--- config.mk ---
export PLATFORM = sky130hd
export DESIGN_NAME = frame_pixel_statistics_core
export DESIGN_NICKNAME = d
export VERILOG_FILES = /design/src/design/fps_pkg.sv /design/src/design/frame_pixel_statistics_core.sv /design/src/design/fps_div.sv /design/src/design/fps_dpath.sv /design/src/design/fps_ctrl.sv
export SDC_FILE = /design/constraint.sdc
export NUM_CORES = 2
export LEC_CHECK = 0
export BUFFER_PORTS_ARGS = -buffer_cell sky130_fd_sc_hd__buf_4
export CELL_PAD_IN_SITES_DETAIL_PLACEMENT = 2
export CELL_PAD_IN_SITES_GLOBAL_PLACEMENT = 2
export CORE_ASPECT_RATIO = 0.9
export CORE_MARGIN = 2
export CORE_UTILIZATION = 30
export CTS_CLUSTER_DIAMETER = 30
export DETAILED_ROUTE_END_ITERATION = 7
export GPL_TIMING_DRIVEN = 0
export PLACE_DENSITY = 0.72
export SLEW_MARGIN = 30
export SYNTH_ARGS = -nofsm -noshare
export SYNTH_HDL_FRONTEND = slang
export SYNTH_SLANG_ARGS = --single-unit
export TNS_END_PERCENT = 100
--- constraint.sdc ---
create_clock -name i_clk -period 11.2 [get_ports i_clk]
set_input_delay 2.24 -clock i_clk [delete_from_list [all_inputs] [get_ports i_clk]]
set_output_delay 2.24 -clock i_clk [all_outputs]
set_load 0.1 [all_outputs]
--- src/design/fps_pkg.sv ---
package fps_pkg;

    // Widths fixed by the register and stream definitions
    localparam int unsigned CFG_DIM_W    = 13;
    localparam int unsigned APB_DATA_W   = 32;
    localparam int unsigned APB_ADDR_W   = 4;
    localparam int unsigned BYTE_W       = 8;
    localparam int unsigned PIXEL_W      = 32;
    localparam int unsigned WORD_W       = 64;
    localparam int unsigned WORD_IDX_W   = 4;
    localparam int unsigned LUMA_PIX_W   = 24;

    // Default frame limits
    localparam int unsigned FPS_MAX_WIDTH  = 4096;
    localparam int unsigned FPS_MAX_HEIGHT = 4096;

    // Q16 luma weights (0.299, 0.587, 0.114)
    localparam int unsigned LUMA_WR = 19595;
    localparam int unsigned LUMA_WG = 38470;
    localparam int unsigned LUMA_WB = 7471;

    // Register indexes (byte address is 4 * index)
    localparam logic [1:0] REG_FRAME_WIDTH  = 2'd0;
    localparam logic [1:0] REG_FRAME_HEIGHT = 2'd1;
    localparam logic [1:0] REG_PIXEL_ORDER  = 2'd2;

    // Report word indexes
    localparam logic [WORD_IDX_W-1:0] WORD_BYTE_COUNT   = 4'd0;
    localparam logic [WORD_IDX_W-1:0] WORD_BYTE_SUM     = 4'd1;
    localparam logic [WORD_IDX_W-1:0] WORD_NZ_BYTES     = 4'd2;
    localparam logic [WORD_IDX_W-1:0] WORD_NZ_PIXELS    = 4'd3;
    localparam logic [WORD_IDX_W-1:0] WORD_LUMA_AVG     = 4'd4;
    localparam logic [WORD_IDX_W-1:0] WORD_LEAD_LO      = 4'd5;
    localparam logic [WORD_IDX_W-1:0] WORD_LEAD_HI      = 4'd6;
    localparam logic [WORD_IDX_W-1:0] WORD_CENTRE       = 4'd7;
    localparam logic [WORD_IDX_W-1:0] WORD_CORNERS_TOP  = 4'd8;
    localparam logic [WORD_IDX_W-1:0] WORD_CORNERS_BOT  = 4'd9;

    typedef struct packed {
        logic                  accept;
        logic                  clear;
        logic                  div_start;
        logic                  send;
        logic [WORD_IDX_W-1:0] word_idx;
    } t_fps_cmd;

    typedef struct packed {
        logic frame_end;
        logic out_free;
        logic div_busy;
    } t_fps_stat;

endpackage

--- src/design/frame_pixel_statistics_core.sv ---
// Channel   Direction  Handshake                  Payload
// pixel     in         i_in_valid / o_in_ready    i_byte_zero..i_byte_three (8b each)
// report    out        o_out_valid / i_out_ready  o_word_index, o_word_value, o_last_word
// config    in         APB psel/penable/pwrite    paddr[3:0], pwdata, prdata, pready
//
// Pixels stream back to back within a frame.
// The last pixel of a frame starts the report: a flush state, a load state,
// the luma divider (one quotient bit a cycle, 50 bits at the default limits), then ten
// words; o_in_ready stays low until the last word has been handed to the output
// register, so no pixel of the next frame is taken while the report is pending.
// Reset is synchronous, active low; it clears counters, accumulators and control.
// A stalled sink holds the report word in the output register and holds the sequencer.
module frame_pixel_statistics_core import fps_pkg::*; #(
    parameter int unsigned MAX_WIDTH  = FPS_MAX_WIDTH,
    parameter int unsigned MAX_HEIGHT = FPS_MAX_HEIGHT
) (
    input  logic                  i_clk,
    input  logic                  i_rst_n,
    // pixel stream
    input  logic                  i_in_valid,
    output logic                  o_in_ready,
    input  logic [BYTE_W-1:0]     i_byte_zero,
    input  logic [BYTE_W-1:0]     i_byte_one,
    input  logic [BYTE_W-1:0]     i_byte_two,
    input  logic [BYTE_W-1:0]     i_byte_three,
    // report stream
    output logic                  o_out_valid,
    input  logic                  i_out_ready,
    output logic [WORD_IDX_W-1:0] o_word_index,
    output logic [WORD_W-1:0]     o_word_value,
    output logic                  o_last_word,
    // register port
    input  logic                  psel,
    input  logic                  penable,
    input  logic                  pwrite,
    input  logic [APB_ADDR_W-1:0] paddr,
    input  logic [APB_DATA_W-1:0] pwdata,
    output logic [APB_DATA_W-1:0] prdata,
    output logic                  pready
);

    logic [CFG_DIM_W-1:0] r_frame_width;
    logic [CFG_DIM_W-1:0] r_frame_height;
    logic                 r_pixel_order;
    logic [1:0]           reg_idx;
    logic                 reg_wr;

    t_fps_cmd  cmd;
    t_fps_stat stat;

    // Registers sit on word addresses; the slave never inserts wait states.
    assign pready  = 1'b1;
    assign reg_idx = paddr[3:2];
    assign reg_wr  = psel && penable && pwrite;

    always_ff @(posedge i_clk) begin
        if (!i_rst_n) begin
            r_frame_width  <= CFG_DIM_W'(1);
            r_frame_height <= CFG_DIM_W'(1);
            r_pixel_order  <= 1'b0;
        end else if (reg_wr) begin
            unique case (reg_idx)
                REG_FRAME_WIDTH:  r_frame_width  <= pwdata[CFG_DIM_W-1:0];
                REG_FRAME_HEIGHT: r_frame_height <= pwdata[CFG_DIM_W-1:0];
                REG_PIXEL_ORDER:  r_pixel_order  <= pwdata[0];
                default: begin
                    // drop writes past the register list
                end
            endcase
        end
    end

    // Read back the raw register contents, not the clamped values
    always_comb begin
        unique case (reg_idx)
            REG_FRAME_WIDTH:  prdata = APB_DATA_W'(r_frame_width);
            REG_FRAME_HEIGHT: prdata = APB_DATA_W'(r_frame_height);
            REG_PIXEL_ORDER:  prdata = APB_DATA_W'(r_pixel_order);
            default:          prdata = '0;
        endcase
    end

    // Sequencer: owns the input handshake and steps through the report
    fps_ctrl u_fps_ctrl (
        .i_clk      (i_clk),
        .i_rst_n    (i_rst_n),
        .i_in_valid (i_in_valid),
        .o_in_ready (o_in_ready),
        .i_stat     (stat),
        .o_cmd      (cmd)
    );

    // Accumulators, captures, luma divider and output register
    fps_dpath #(
        .MAX_WIDTH  (MAX_WIDTH),
        .MAX_HEIGHT (MAX_HEIGHT)
    ) u_fps_dpath (
        .i_clk        (i_clk),
        .i_rst_n      (i_rst_n),
        .i_cfg_width  (r_frame_width),
        .i_cfg_height (r_frame_height),
        .i_cfg_order  (r_pixel_order),
        .i_byte_zero  (i_byte_zero),
        .i_byte_one   (i_byte_one),
        .i_byte_two   (i_byte_two),
        .i_byte_three (i_byte_three),
        .i_cmd        (cmd),
        .o_stat       (stat),
        .i_out_ready  (i_out_ready),
        .o_out_valid  (o_out_valid),
        .o_word_index (o_word_index),
        .o_word_value (o_word_value),
        .o_last_word  (o_last_word)
    );

endmodule

--- src/design/fps_div.sv ---
module fps_div import fps_pkg::*; #(
    parameter int unsigned DVD_W = 48,
    parameter int unsigned DVS_W = 26
) (
    input  logic             i_clk,
    input  logic             i_rst_n,
    input  logic             i_start,
    input  logic [DVD_W-1:0] i_dividend,
    input  logic [DVS_W-1:0] i_divisor,
    output logic             o_busy,
    output logic [DVD_W-1:0] o_quotient
);

    localparam int unsigned CNT_W = $clog2(DVD_W + 1);

    logic             r_busy;
    logic [CNT_W-1:0] r_cnt;
    logic [DVD_W-1:0] r_dvd;
    logic [DVS_W:0]   r_rem;
    logic [DVS_W-1:0] r_dvs;

    logic [DVS_W:0]   rem_sh;
    logic [DVS_W+1:0] diff;
    logic             q_bit;

    // One restoring step: shift in the next dividend bit, try the subtract
    always_comb begin
        rem_sh = {r_rem[DVS_W-1:0], r_dvd[DVD_W-1]};
        diff   = {1'b0, rem_sh} - {2'b00, r_dvs};
        q_bit  = ~diff[DVS_W+1];
    end

    always_ff @(posedge i_clk) begin
        if (!i_rst_n) begin
            r_busy <= 1'b0;
            r_cnt  <= '0;
        end else if (i_start) begin
            r_busy <= 1'b1;
            r_cnt  <= CNT_W'(DVD_W);
        end else if (r_busy) begin
            r_cnt  <= r_cnt - 1'b1;
            r_busy <= (r_cnt != CNT_W'(1));
        end
    end

    always_ff @(posedge i_clk) begin
        if (i_start) begin
            r_dvd <= i_dividend;
            r_rem <= '0;
            r_dvs <= i_divisor;
        end else if (r_busy) begin
            r_dvd <= {r_dvd[DVD_W-2:0], q_bit};
            r_rem <= q_bit ? diff[DVS_W:0] : rem_sh;
        end
    end

    assign o_busy     = r_busy;
    assign o_quotient = r_dvd;

endmodule

--- src/design/fps_dpath.sv ---
module fps_dpath import fps_pkg::*; #(
    parameter int unsigned MAX_WIDTH  = FPS_MAX_WIDTH,
    parameter int unsigned MAX_HEIGHT = FPS_MAX_HEIGHT
) (
    input  logic                  i_clk,
    input  logic                  i_rst_n,
    input  logic [CFG_DIM_W-1:0]  i_cfg_width,
    input  logic [CFG_DIM_W-1:0]  i_cfg_height,
    input  logic                  i_cfg_order,
    input  logic [BYTE_W-1:0]     i_byte_zero,
    input  logic [BYTE_W-1:0]     i_byte_one,
    input  logic [BYTE_W-1:0]     i_byte_two,
    input  logic [BYTE_W-1:0]     i_byte_three,
    input  t_fps_cmd              i_cmd,
    output t_fps_stat             o_stat,
    input  logic                  i_out_ready,
    output logic                  o_out_valid,
    output logic [WORD_IDX_W-1:0] o_word_index,
    output logic [WORD_W-1:0]     o_word_value,
    output logic                  o_last_word
);

    localparam int unsigned DWW   = $clog2(MAX_WIDTH + 1);
    localparam int unsigned DWH   = $clog2(MAX_HEIGHT + 1);
    localparam int unsigned CW    = (MAX_WIDTH > 1) ? $clog2(MAX_WIDTH) : 1;
    localparam int unsigned RW    = (MAX_HEIGHT > 1) ? $clog2(MAX_HEIGHT) : 1;
    localparam int unsigned PW    = DWW + DWH;
    localparam int unsigned NZB_W = PW + 2;
    localparam int unsigned LW    = PW + LUMA_PIX_W;

    logic [DWW-1:0] w_eff;
    logic [DWH-1:0] h_eff;
    logic [PW-1:0]  r_area;

    logic [CW-1:0]  r_col;
    logic [RW-1:0]  r_row;
    logic           row_end;
    logic           frame_end;
    logic           col_last;
    logic           row_last;

    logic [PIXEL_W-1:0]    pix;
    logic [BYTE_W-1:0]     red;
    logic [BYTE_W-1:0]     blue;
    logic [LUMA_PIX_W-1:0] luma_pix;
    logic [2:0]            nz_cnt;

    logic [WORD_W-1:0]     r_byte_sum;
    logic [NZB_W-1:0]      r_nz_bytes;
    logic [PW-1:0]         r_nz_pixels;
    logic [LW-1:0]         r_luma;
    logic [LUMA_PIX_W-1:0] r_luma_pix;
    logic                  r_luma_pend;

    logic [PIXEL_W-1:0] r_lead [4];
    logic [1:0]         lead_sel;
    logic [PIXEL_W-1:0] r_centre;
    logic [PIXEL_W-1:0] r_corner [4];

    logic              div_busy;
    logic [LW-1:0]     quotient;

    logic                  r_out_valid;
    logic [WORD_IDX_W-1:0] r_out_index;
    logic [WORD_W-1:0]     r_out_value;
    logic                  r_out_last;
    logic                  out_free;
    logic [WORD_W-1:0]     word_mux;

    // Clamp the frame size into 1..MAX
    always_comb begin
        if (i_cfg_width == '0) begin
            w_eff = DWW'(1);
        end else if (32'(i_cfg_width) > MAX_WIDTH) begin
            w_eff = DWW'(MAX_WIDTH);
        end else begin
            w_eff = DWW'(i_cfg_width);
        end
        if (i_cfg_height == '0) begin
            h_eff = DWH'(1);
        end else if (32'(i_cfg_height) > MAX_HEIGHT) begin
            h_eff = DWH'(MAX_HEIGHT);
        end else begin
            h_eff = DWH'(i_cfg_height);
        end
    end

    always_ff @(posedge i_clk) begin
        r_area <= PW'(w_eff) * PW'(h_eff);
    end

    // Raster position
    always_comb begin
        col_last  = (32'(r_col) + 32'd1 == 32'(w_eff));
        row_last  = (32'(r_row) + 32'd1 == 32'(h_eff));
        row_end   = (32'(r_col) + 32'd1 >= 32'(w_eff));
        frame_end = row_end && (32'(r_row) + 32'd1 >= 32'(h_eff));
    end

    always_ff @(posedge i_clk) begin
        if (!i_rst_n) begin
            r_col <= '0;
            r_row <= '0;
        end else if (i_cmd.accept) begin
            if (frame_end) begin
                r_col <= '0;
                r_row <= '0;
            end else if (row_end) begin
                r_col <= '0;
                r_row <= r_row + 1'b1;
            end else begin
                r_col <= r_col + 1'b1;
            end
        end
    end

    // Per-pixel terms
    always_comb begin
        pix      = {i_byte_three, i_byte_two, i_byte_one, i_byte_zero};
        red      = i_cfg_order ? i_byte_zero : i_byte_two;
        blue     = i_cfg_order ? i_byte_two : i_byte_zero;
        luma_pix = LUMA_PIX_W'(LUMA_WR * 32'(red) + LUMA_WG * 32'(i_byte_one)
                               + LUMA_WB * 32'(blue));
        nz_cnt   = 3'(i_byte_zero != '0) + 3'(i_byte_one != '0)
                 + 3'(i_byte_two != '0) + 3'(i_byte_three != '0);
        lead_sel = 2'(r_col);
    end

    always_ff @(posedge i_clk) begin
        if (!i_rst_n) begin
            r_byte_sum  <= '0;
            r_nz_bytes  <= '0;
            r_nz_pixels <= '0;
            r_luma      <= '0;
            r_luma_pend <= 1'b0;
            for (int k = 0; k < 4; k++) begin
                r_lead[k] <= '0;
            end
        end else if (i_cmd.clear) begin
            r_byte_sum  <= '0;
            r_nz_bytes  <= '0;
            r_nz_pixels <= '0;
            r_luma      <= '0;
            r_luma_pend <= 1'b0;
            for (int k = 0; k < 4; k++) begin
                r_lead[k] <= '0;
            end
        end else begin
            r_luma_pend <= i_cmd.accept;
            if (r_luma_pend) begin
                r_luma <= r_luma + LW'(r_luma_pix);
            end
            if (i_cmd.accept) begin
                r_byte_sum <= r_byte_sum + WORD_W'(i_byte_zero) + WORD_W'(i_byte_one)
                            + WORD_W'(i_byte_two) + WORD_W'(i_byte_three);
                r_nz_bytes <= r_nz_bytes + NZB_W'(nz_cnt);
                if ((i_byte_zero | i_byte_one | i_byte_two) != '0) begin
                    r_nz_pixels <= r_nz_pixels + 1'b1;
                end
                if (r_row == '0 && 32'(r_col) < 32'd4) begin
                    r_lead[lead_sel] <= pix;
                end
            end
        end
    end

    always_ff @(posedge i_clk) begin
        r_luma_pix <= luma_pix;
    end

    // Centre and corner captures; a pixel may land in several
    always_ff @(posedge i_clk) begin
        if (i_cmd.accept) begin
            if (32'(r_col) == 32'(w_eff >> 1) && 32'(r_row) == 32'(h_eff >> 1)) begin
                r_centre <= pix;
            end
            if (r_row == '0 && r_col == '0) begin
                r_corner[0] <= pix;
            end
            if (r_row == '0 && col_last) begin
                r_corner[1] <= pix;
            end
            if (row_last && r_col == '0) begin
                r_corner[2] <= pix;
            end
            if (row_last && col_last) begin
                r_corner[3] <= pix;
            end
        end
    end

    fps_div #(
        .DVD_W (LW),
        .DVS_W (PW)
    ) u_fps_div (
        .i_clk      (i_clk),
        .i_rst_n    (i_rst_n),
        .i_start    (i_cmd.div_start),
        .i_dividend (r_luma),
        .i_divisor  (r_area),
        .o_busy     (div_busy),
        .o_quotient (quotient)
    );

    // Report word select
    always_comb begin
        unique case (i_cmd.word_idx)
            WORD_BYTE_COUNT:  word_mux = WORD_W'(r_area) << 2;
            WORD_BYTE_SUM:    word_mux = r_byte_sum;
            WORD_NZ_BYTES:    word_mux = WORD_W'(r_nz_bytes);
            WORD_NZ_PIXELS:   word_mux = WORD_W'(r_nz_pixels);
            WORD_LUMA_AVG:    word_mux = WORD_W'(quotient);
            WORD_LEAD_LO:     word_mux = {r_lead[1], r_lead[0]};
            WORD_LEAD_HI:     word_mux = {r_lead[3], r_lead[2]};
            WORD_CENTRE:      word_mux = WORD_W'(r_centre);
            WORD_CORNERS_TOP: word_mux = {r_corner[1], r_corner[0]};
            WORD_CORNERS_BOT: word_mux = {r_corner[3], r_corner[2]};
            default:          word_mux = '0;
        endcase
    end

    // Output register
    assign out_free = !r_out_valid || i_out_ready;

    always_ff @(posedge i_clk) begin
        if (!i_rst_n) begin
            r_out_valid <= 1'b0;
        end else if (out_free) begin
            r_out_valid <= i_cmd.send;
        end
    end

    always_ff @(posedge i_clk) begin
        if (i_cmd.send) begin
            r_out_index <= i_cmd.word_idx;
            r_out_value <= word_mux;
            r_out_last  <= (i_cmd.word_idx == WORD_CORNERS_BOT);
        end
    end

    always_comb begin
        o_stat.frame_end = frame_end;
        o_stat.out_free  = out_free;
        o_stat.div_busy  = div_busy;
    end

    assign o_out_valid  = r_out_valid;
    assign o_word_index = r_out_index;
    assign o_word_value = r_out_value;
    assign o_last_word  = r_out_last;

endmodule

--- src/design/fps_ctrl.sv ---
module fps_ctrl import fps_pkg::*; (
    input  logic      i_clk,
    input  logic      i_rst_n,
    input  logic      i_in_valid,
    output logic      o_in_ready,
    input  t_fps_stat i_stat,
    output t_fps_cmd  o_cmd
);

    localparam logic [2:0] ST_RUN    = 3'd0;
    localparam logic [2:0] ST_FLUSH  = 3'd1;
    localparam logic [2:0] ST_LOAD   = 3'd2;
    localparam logic [2:0] ST_DIVIDE = 3'd3;
    localparam logic [2:0] ST_SEND   = 3'd4;

    logic [2:0]            r_state;
    logic [2:0]            n_state;
    logic [WORD_IDX_W-1:0] r_word_idx;
    logic [WORD_IDX_W-1:0] n_word_idx;

    always_comb begin
        n_state        = r_state;
        n_word_idx     = r_word_idx;
        o_cmd          = '0;
        o_cmd.word_idx = r_word_idx;
        unique case (r_state)
            ST_RUN: begin
                o_cmd.accept = i_in_valid;
                if (i_in_valid && i_stat.frame_end) begin
                    n_state = ST_FLUSH;
                end
            end
            // let the last pixel's luma reach the accumulator
            ST_FLUSH: begin
                n_state = ST_LOAD;
            end
            ST_LOAD: begin
                o_cmd.div_start = 1'b1;
                n_state         = ST_DIVIDE;
            end
            ST_DIVIDE: begin
                if (!i_stat.div_busy) begin
                    n_state    = ST_SEND;
                    n_word_idx = WORD_BYTE_COUNT;
                end
            end
            ST_SEND: begin
                if (i_stat.out_free) begin
                    o_cmd.send = 1'b1;
                    if (r_word_idx == WORD_CORNERS_BOT) begin
                        o_cmd.clear = 1'b1;
                        n_state     = ST_RUN;
                    end else begin
                        n_word_idx = r_word_idx + 1'b1;
                    end
                end
            end
            default: begin
                n_state = ST_RUN;
            end
        endcase
    end

    always_ff @(posedge i_clk) begin
        if (!i_rst_n) begin
            r_state    <= ST_RUN;
            r_word_idx <= WORD_BYTE_COUNT;
        end else begin
            r_state    <= n_state;
            r_word_idx <= n_word_idx;
        end
    end

    assign o_in_ready = (r_state == ST_RUN);

endmodule

### After elaboration in Yosys (flattened, before gate mapping)

Memories as Yosys holds them, arrays and structs flattened.
Index checks and enable logic that the tools add are counted.

| cells by class | value |
|---|---|
| add/sub/neg operators | 19 |
| $mul | 4 |
| $lt $le $gt $ge | 5 |
| equality and inequality tests | 25 |
| multiplexer cells | 63 |
| bitwise logic cells | 8 |
| reductions and logical operators | 38 |

Operator list:

| operator | count |
|---|---|
| $pmux W64 S10 | 1 |
| $add A64 B8 Y64 | 4 |
| $mux W32 | 5 |
| $mux W50 | 2 |
| $eq A32 B13 Y1 | 2 |
| $ge A32 B13 Y1 | 2 |
| $mux W13 | 4 |
| $add A50 B24 Y50 | 1 |
| $mux W12 | 4 |
| $mul A15 B8 Y23 const A | 2 |
| $reduce_bool A8 Y1 | 5 |
| $pmux W13 S3 | 1 |
| $reduce_or A32 Y1 | 1 |
| $mux W1 | 31 |
| $add A28 B3 Y28 | 1 |
| $sub A27 B26 Y28 | 1 |
| $add A12 B1 Y13 const B | 2 |
| $add A26 B1 Y26 const B | 1 |
| $gt A13 B13 Y1 const B | 2 |
| $logic_not A13 Y1 | 2 |
| $mul A13 B13 Y26 | 1 |
| $mux W26 | 1 |
| $add A12 B1 Y12 const B | 2 |
| $add A23 B24 Y24 | 1 |
| 41 further kinds | 83 |

| storage, ports and cells | value |
|---|---|
| bits in registers | 488 |
| bits in writable memories | 256 |
| output and inout port bits | 104 |
| memories | 2 |

Memory list:

| name | depth | width | rd ports | clocked after Yosys merged registers in | write ports | RTL line | source |
|---|---|---|---|---|---|---|---|
| u_fps_dpath.r_corner | 4 | 32 | 4 | 0 | 4 | fps_dpath.sv:58 | `logic [PIXEL_W-1:0] r_corner [4];` |
| u_fps_dpath.r_lead | 4 | 32 | 4 | 0 | 4 | fps_dpath.sv:55 | `logic [PIXEL_W-1:0] r_lead [4];` |

### Depth between registers and ports, before layout

| logic depth | value |
|---|---|
| word-level depth | 9 |
| mapped depth | 28 |
| gate-level depth less buffers | 28 |

### Modules after synthesis

From an unflattened synthesis, not the netlist that was laid out.

| second synthesis, totals | value |
|---|---|
| cell total of the unflattened synthesis | 4,578 |
| area, all modules | 47,488.0 µm² |

By module, submodules not included:

| module | times used | cells each | area an instance (µm²) |
|---|---|---|---|
| fps_dpath | 1 | 3,854 | 39,755.6 |
| fps_div | 1 | 516 | 5,878.1 |
| frame_pixel_statistics_core | 1 | 159 | 1,418.9 |
| fps_ctrl | 1 | 49 | 435.4 |

### Least setup slack after synthesis

OpenSTA, ideal clock, no wires.

| path | value |
|---|---|
| path type | input -> register |
| start point | in i_byte_one[5] |
| end point | reg u_fps_dpath.r_luma_pix[20] |
| library setup time | 0.122 ns |
| arrival | 8.340 ns |
| path slack | 2.739 ns |
| stages on the path | 25 |
| buffers on the path | 0 |
| path through | ha_1 > inv_1 > fa_1 > fa_1 > inv_1 > ha_1 > a31o_2 > a21oi_1 > nor2b_1 > o21ai_0 > xnor2_1 > ha_1 > fa_1 > inv_1 > fa_1 > fa_1 > inv_1 > ha_1 > nor3_1 > nor2_1 > a31oi_1 > o21ai_0 > a2111oi_1 > nor2_1 > xor2_1 |

| on the way | value |
|---|---|
| cells in the longest elaborated chain, start to end | 3 |

RTL lines:

| what | RTL line | source |
|---|---|---|
| start, declared | frame_pixel_statistics_core.sv:23 | `input logic [BYTE_W-1:0] i_byte_one,` |
| $mul A15 B8 Y23 | fps_dpath.sv:122 | `luma_pix = LUMA_PIX_W'(LUMA_WR * 32'(red) + LUMA_WG * 32'(i_byte_one)` |
| $add A23 B24 Y24 | fps_dpath.sv:122 |  |
| $add A24 B21 Y24 | fps_dpath.sv:123 | `+ LUMA_WB * 32'(blue));` |
| net u_fps_dpath.luma_pix[20] | fps_dpath.sv:45 | `logic [LUMA_PIX_W-1:0] luma_pix;` |
| end signal, assigned | fps_dpath.sv:168 | `r_luma_pix <= luma_pix;` |
| end, declared | fps_dpath.sv:52 | `logic [LUMA_PIX_W-1:0] r_luma_pix;` |

The timed path passes the listed nets, and every way through them passes these cells.
A chain may end at the register's enable or synchronous reset.

### Worst setup path after layout

| path | value |
|---|---|
| start point | in i_byte_one[6] |
| end point | reg u_fps_dpath.r_luma_pix[23] |

Same word-level chain as after synthesis.

==> results.yml <==
drt:
  wl_um: 197000
  drt_iter0_markers: 3157
  vias: 38554
  wl_per_cell_um: 27.2
  via_per_inst: 5.34
  postRouteAntennaNets: 0
  first_pass_iters: 6
  drc: 0
place:
  placed_area_mm2: 0.0508
  io_buffers: 134
  post-dp-hpwl_um: 146000
  dp.cells: 6853
  gp_congestion: 0.879
cells_and_area:
  layout-drive-gt1-share_pct: 11.4
  stdcell_count: 7222
  layout.nets: 5659
  syn_to_final_growth_pct: 24.2
  fillers: 16523
  multiInputGateArea_mm2: 0.0246
  stdcell_area_mm2: 0.0578
  seq_area_mm2: 0.0192
power:
  max-vdd-ir-drop_uv: 500
  powerDensity_mw_per_mm2: 289
  leakage_nw: 24.8
synth:
  async_reset_ff_share_pct: 0
  synth_top_family_by_area: "adder cells"
  synth_compound_area_share_pct: 10.9
  synthCells: 4591
  yosysWarnings: 0
  yosysSeqAreaShare_pct: 41.3
  synth-simple-area-share_pct: 14.5
  synth-edff-count: 433
  synth_mux_area_share_pct: 1.35
  syn_avg_cell_area_um2: 10.1
  syn_area_mm2: 0.0466
  ys_types: 89
  synth_seq_cells: 744
  synth-xor-area-share_pct: 4.76
  synth_top_flop_cell: "edfxtp_1"
  synthAdderAreaFrac_pct: 20.9
setup_path:
  startpoint: "i_byte_one[6]"
  crit_path_start_kind: "input pin"
  crit_type: "input pin to register"
  r2r_start: "r_pixel_order"
  r2r_end: "u_fps_dpath.r_luma_pix[20]"
  r2r_cells: 25
  critPathArrivalTime_ns: 10.37
  crit_cells: 26
  critPathSlowestCell: "xnor2_1"
  crit_family: "adder cells"
  worstPathRequired_ns: 11.84
  end_kind: "register"
  endpoint: "u_fps_dpath.r_luma_pix[23]"
  path_buf_inv: 5
  path_common_cell: "fa_1"
  rrSetupSlack_ns: 2.43
  crit_fanout: 17
  critPathMaxStageDelay_ns: 0.82
timing:
  skew_ns: 0.112
  fin_tns_setup_ns: 0
  period_share_pct: 86.9
  slew_violations: 0
  fmax_mhz: 103
  worst_slew_pin_slew_ns: 1.11
  hold_viol_final: 0
  slew_headroom_pct: 26.0
  rsz0062_at_grt: "false"
  timing.final.crit_period_ns: 9.73
  hold_ws_ns: 0.470
  setup_viol_count_final: 0
global_routing:
  grt_pass1_wl_um: 287000
  grt.overflow.total: 0
  grt_usage_pct: 24.6
  grt_pass1_vias: 42258
  antenna_found_initial: 22
  grt_max_degree: 45
flow_run:
  maxCapViolCount: 0
clocking:
  cts.clk_slew.worst_paths_ns: 0.05
  clkLatencyLatePin_ns: 0.85
  cts_tree: "done"
  clockBufferDepth: 3
  cts_buffers: 196
  cts_hold_buf: 0
  ctsResizeCount: 0
  cts_root_buf: "clkbuf_16"
  cts_sinks: 744
  h-tree-depth: 4
  cts_setup_buffers: 0
floorplanning:
  rows: 137
  die_area_mm2: 0.158
  ios: 179
  die_x_um: 419
  fp.dieH_um: 378
  design.core.area_mm2: 0.155
  initial_utilization_pct: 30.1
worst_hold_path:
  holdCritPathClass: "register to register"
run_status:
  status: "finished clean"
-- registers in the layout, summed over array words and instances (netlist names), 6 cells and up --
signal	cells
u_fps_dpath.u_fps_div.o_quotient	50
u_fps_dpath.r_nz_bytes	28
u_fps_dpath.r_lead	128
r_frame_height	13
u_fps_dpath.r_area	26
u_fps_dpath.r_row	12
u_fps_dpath.r_byte_sum	64
r_frame_width	13
u_fps_dpath.r_luma_pix	24
u_fps_dpath.u_fps_div.r_cnt	6
u_fps_dpath.r_luma	50
u_fps_dpath.u_fps_div.r_dvs	26
u_fps_dpath.u_fps_div.r_rem	26
u_fps_dpath.r_centre	32
u_fps_dpath.r_corner	128
u_fps_dpath.o_word_value	64
u_fps_dpath.r_nz_pixels	26
u_fps_dpath.r_col	12
-- power breakdown --
| group | total [mW] | leakage [nW] | switching [mW] | internal [mW] |
|---|---|---|---|---|
| Sequential | 3.71 | 6.75 | 0.278 | 3.43 |
| Clock | 5.97 | 3.37 | 1.96 | 4.01 |
| Combinational | 7.06 | 14.7 | 4.73 | 2.33 |
| Total | 16.7 | 24.8 | 6.97 | 9.77 |
-- through the flow --
step                total power [mW]  util (%)  setup slack [ns]
floorplan                       7.80         -              2.74
global placement                10.3      32.5             0.578
detailed placement              10.7      32.8             0.650
CTS                             16.8      37.4              1.53
global route                    17.6      37.4              1.21
finish                          16.7      37.4              1.47
-- worst min path at each step --
| stage | from | to | slack (ns) | cells after the start |
|---|---|---|---|---|
| after floorplan | u_fps_dpath.r_area[25] | u_fps_dpath.u_fps_div.r_dvs[25] | 0.41 | 0 |
| after global placement | u_fps_dpath.r_luma[43] | u_fps_dpath.r_luma[43] | 0.44 | 2 |
| after detailed placement | u_fps_dpath.r_luma[43] | u_fps_dpath.r_luma[43] | 0.47 | 2 |
| after CTS | u_fps_dpath.r_luma[43] | u_fps_dpath.r_luma[43] | 0.47 | 2 |
| after global routing | u_fps_dpath.r_luma[43] | u_fps_dpath.r_luma[43] | 0.50 | 2 |
| final | u_fps_dpath.r_luma[43] | u_fps_dpath.r_luma[43] | 0.47 | 2 |
-- synthesized netlist by cell type, drive strengths merged, types with 30 or more instances --
| cell type | count | area, um^2 |
|---|---|---|
| nor3 | 42 | 231 |
| dfxtp | 311 | 6230 |
| xnor2 | 129 | 1130 |
| nand3 | 114 | 571 |
| xor2 | 124 | 1090 |
| or3 | 30 | 188 |
| mux2i | 56 | 561 |
| nor2b | 47 | 294 |
| fa | 267 | 5350 |
| a21o | 49 | 375 |
| nor2 | 370 | 1390 |
| a21oi | 165 | 830 |
| a22oi | 171 | 1280 |
| and3 | 177 | 1110 |
| o21ai | 110 | 558 |
| edfxtp | 433 | 13000 |
| clkbuf | 171 | 642 |
| nand2 | 469 | 1760 |
| nand4 | 52 | 332 |
| ha | 351 | 4390 |
| inv | 518 | 1940 |
| buf | 58 | 312 |
-- cells in the final DEF (no fill, tap or decap), types with 39 or more instances in the layout --
cell type / count
a21oi_1: 164
buf_4: 156
xor2_1: 124
nand4_1: 51
nor2b_1: 47
edfxtp_1: 433
nand3_1: 114
nand2_1: 468
a22oi_1: 171
xnor2_1: 129
fa_1: 267
mux2i_1: 56
inv_1: 517
dfxtp_1: 311
clkbuf_1: 184
ha_1: 351
nor3_1: 39
clkbuf_16: 199
and3_1: 177
o21ai_0: 101
nor2_1: 366
a21o_1: 45
-- worst register-to-register path, stage by stage, from the launching register on --
cell,delay [ns]
dfxtp_1,0.39
clkbuf_1,0.37
buf_1,0.62
nand2_1,0.11
o21ai_0,0.40
inv_1,0.30
ha_1,0.44
nand2_1,0.15
inv_1,0.08
ha_1,0.29
inv_1,0.07
fa_1,0.43
fa_1,0.54
inv_1,0.05
fa_1,0.53
fa_1,0.48
a21o_1,0.18
a21oi_1,0.25
o21bai_1,0.14
a21oi_1,0.36
o211ai_1,0.19
a31oi_1,0.56
o21ai_0,0.24
a2111oi_1,0.81
nor2_1,0.14
xor2_1,0.54
-- layer usage --
metal  up-vias  wire [um]  global-route usage, %
li1      16646          -                      -
met1     20072      80400                   30.7
met2      1405      93800                   41.1
met3       421      12800                   4.64
met4        10       9580                   11.6
met5         -         80                      0
-- cell type report --
cell class,instances,share of cell area [%]
timing repair buffer,159,2.48
multi-input combinational,3116,42.5
antenna,1,0.00433
inverter,520,3.38
tap,2085,4.51
buffer,229,1.68
clock buffer,233,9.02
clock inverter,135,3.20
sequential,744,33.2
-- cell families after synthesis --
family,after synthesis
other cells,2
mux,62
fa+ha+maj,618
buf+inv,749
compound gates,740
simple gates,1423
flops,744
xor+xnor,253
No activity file was read; power rests on OpenSTA's default activity.
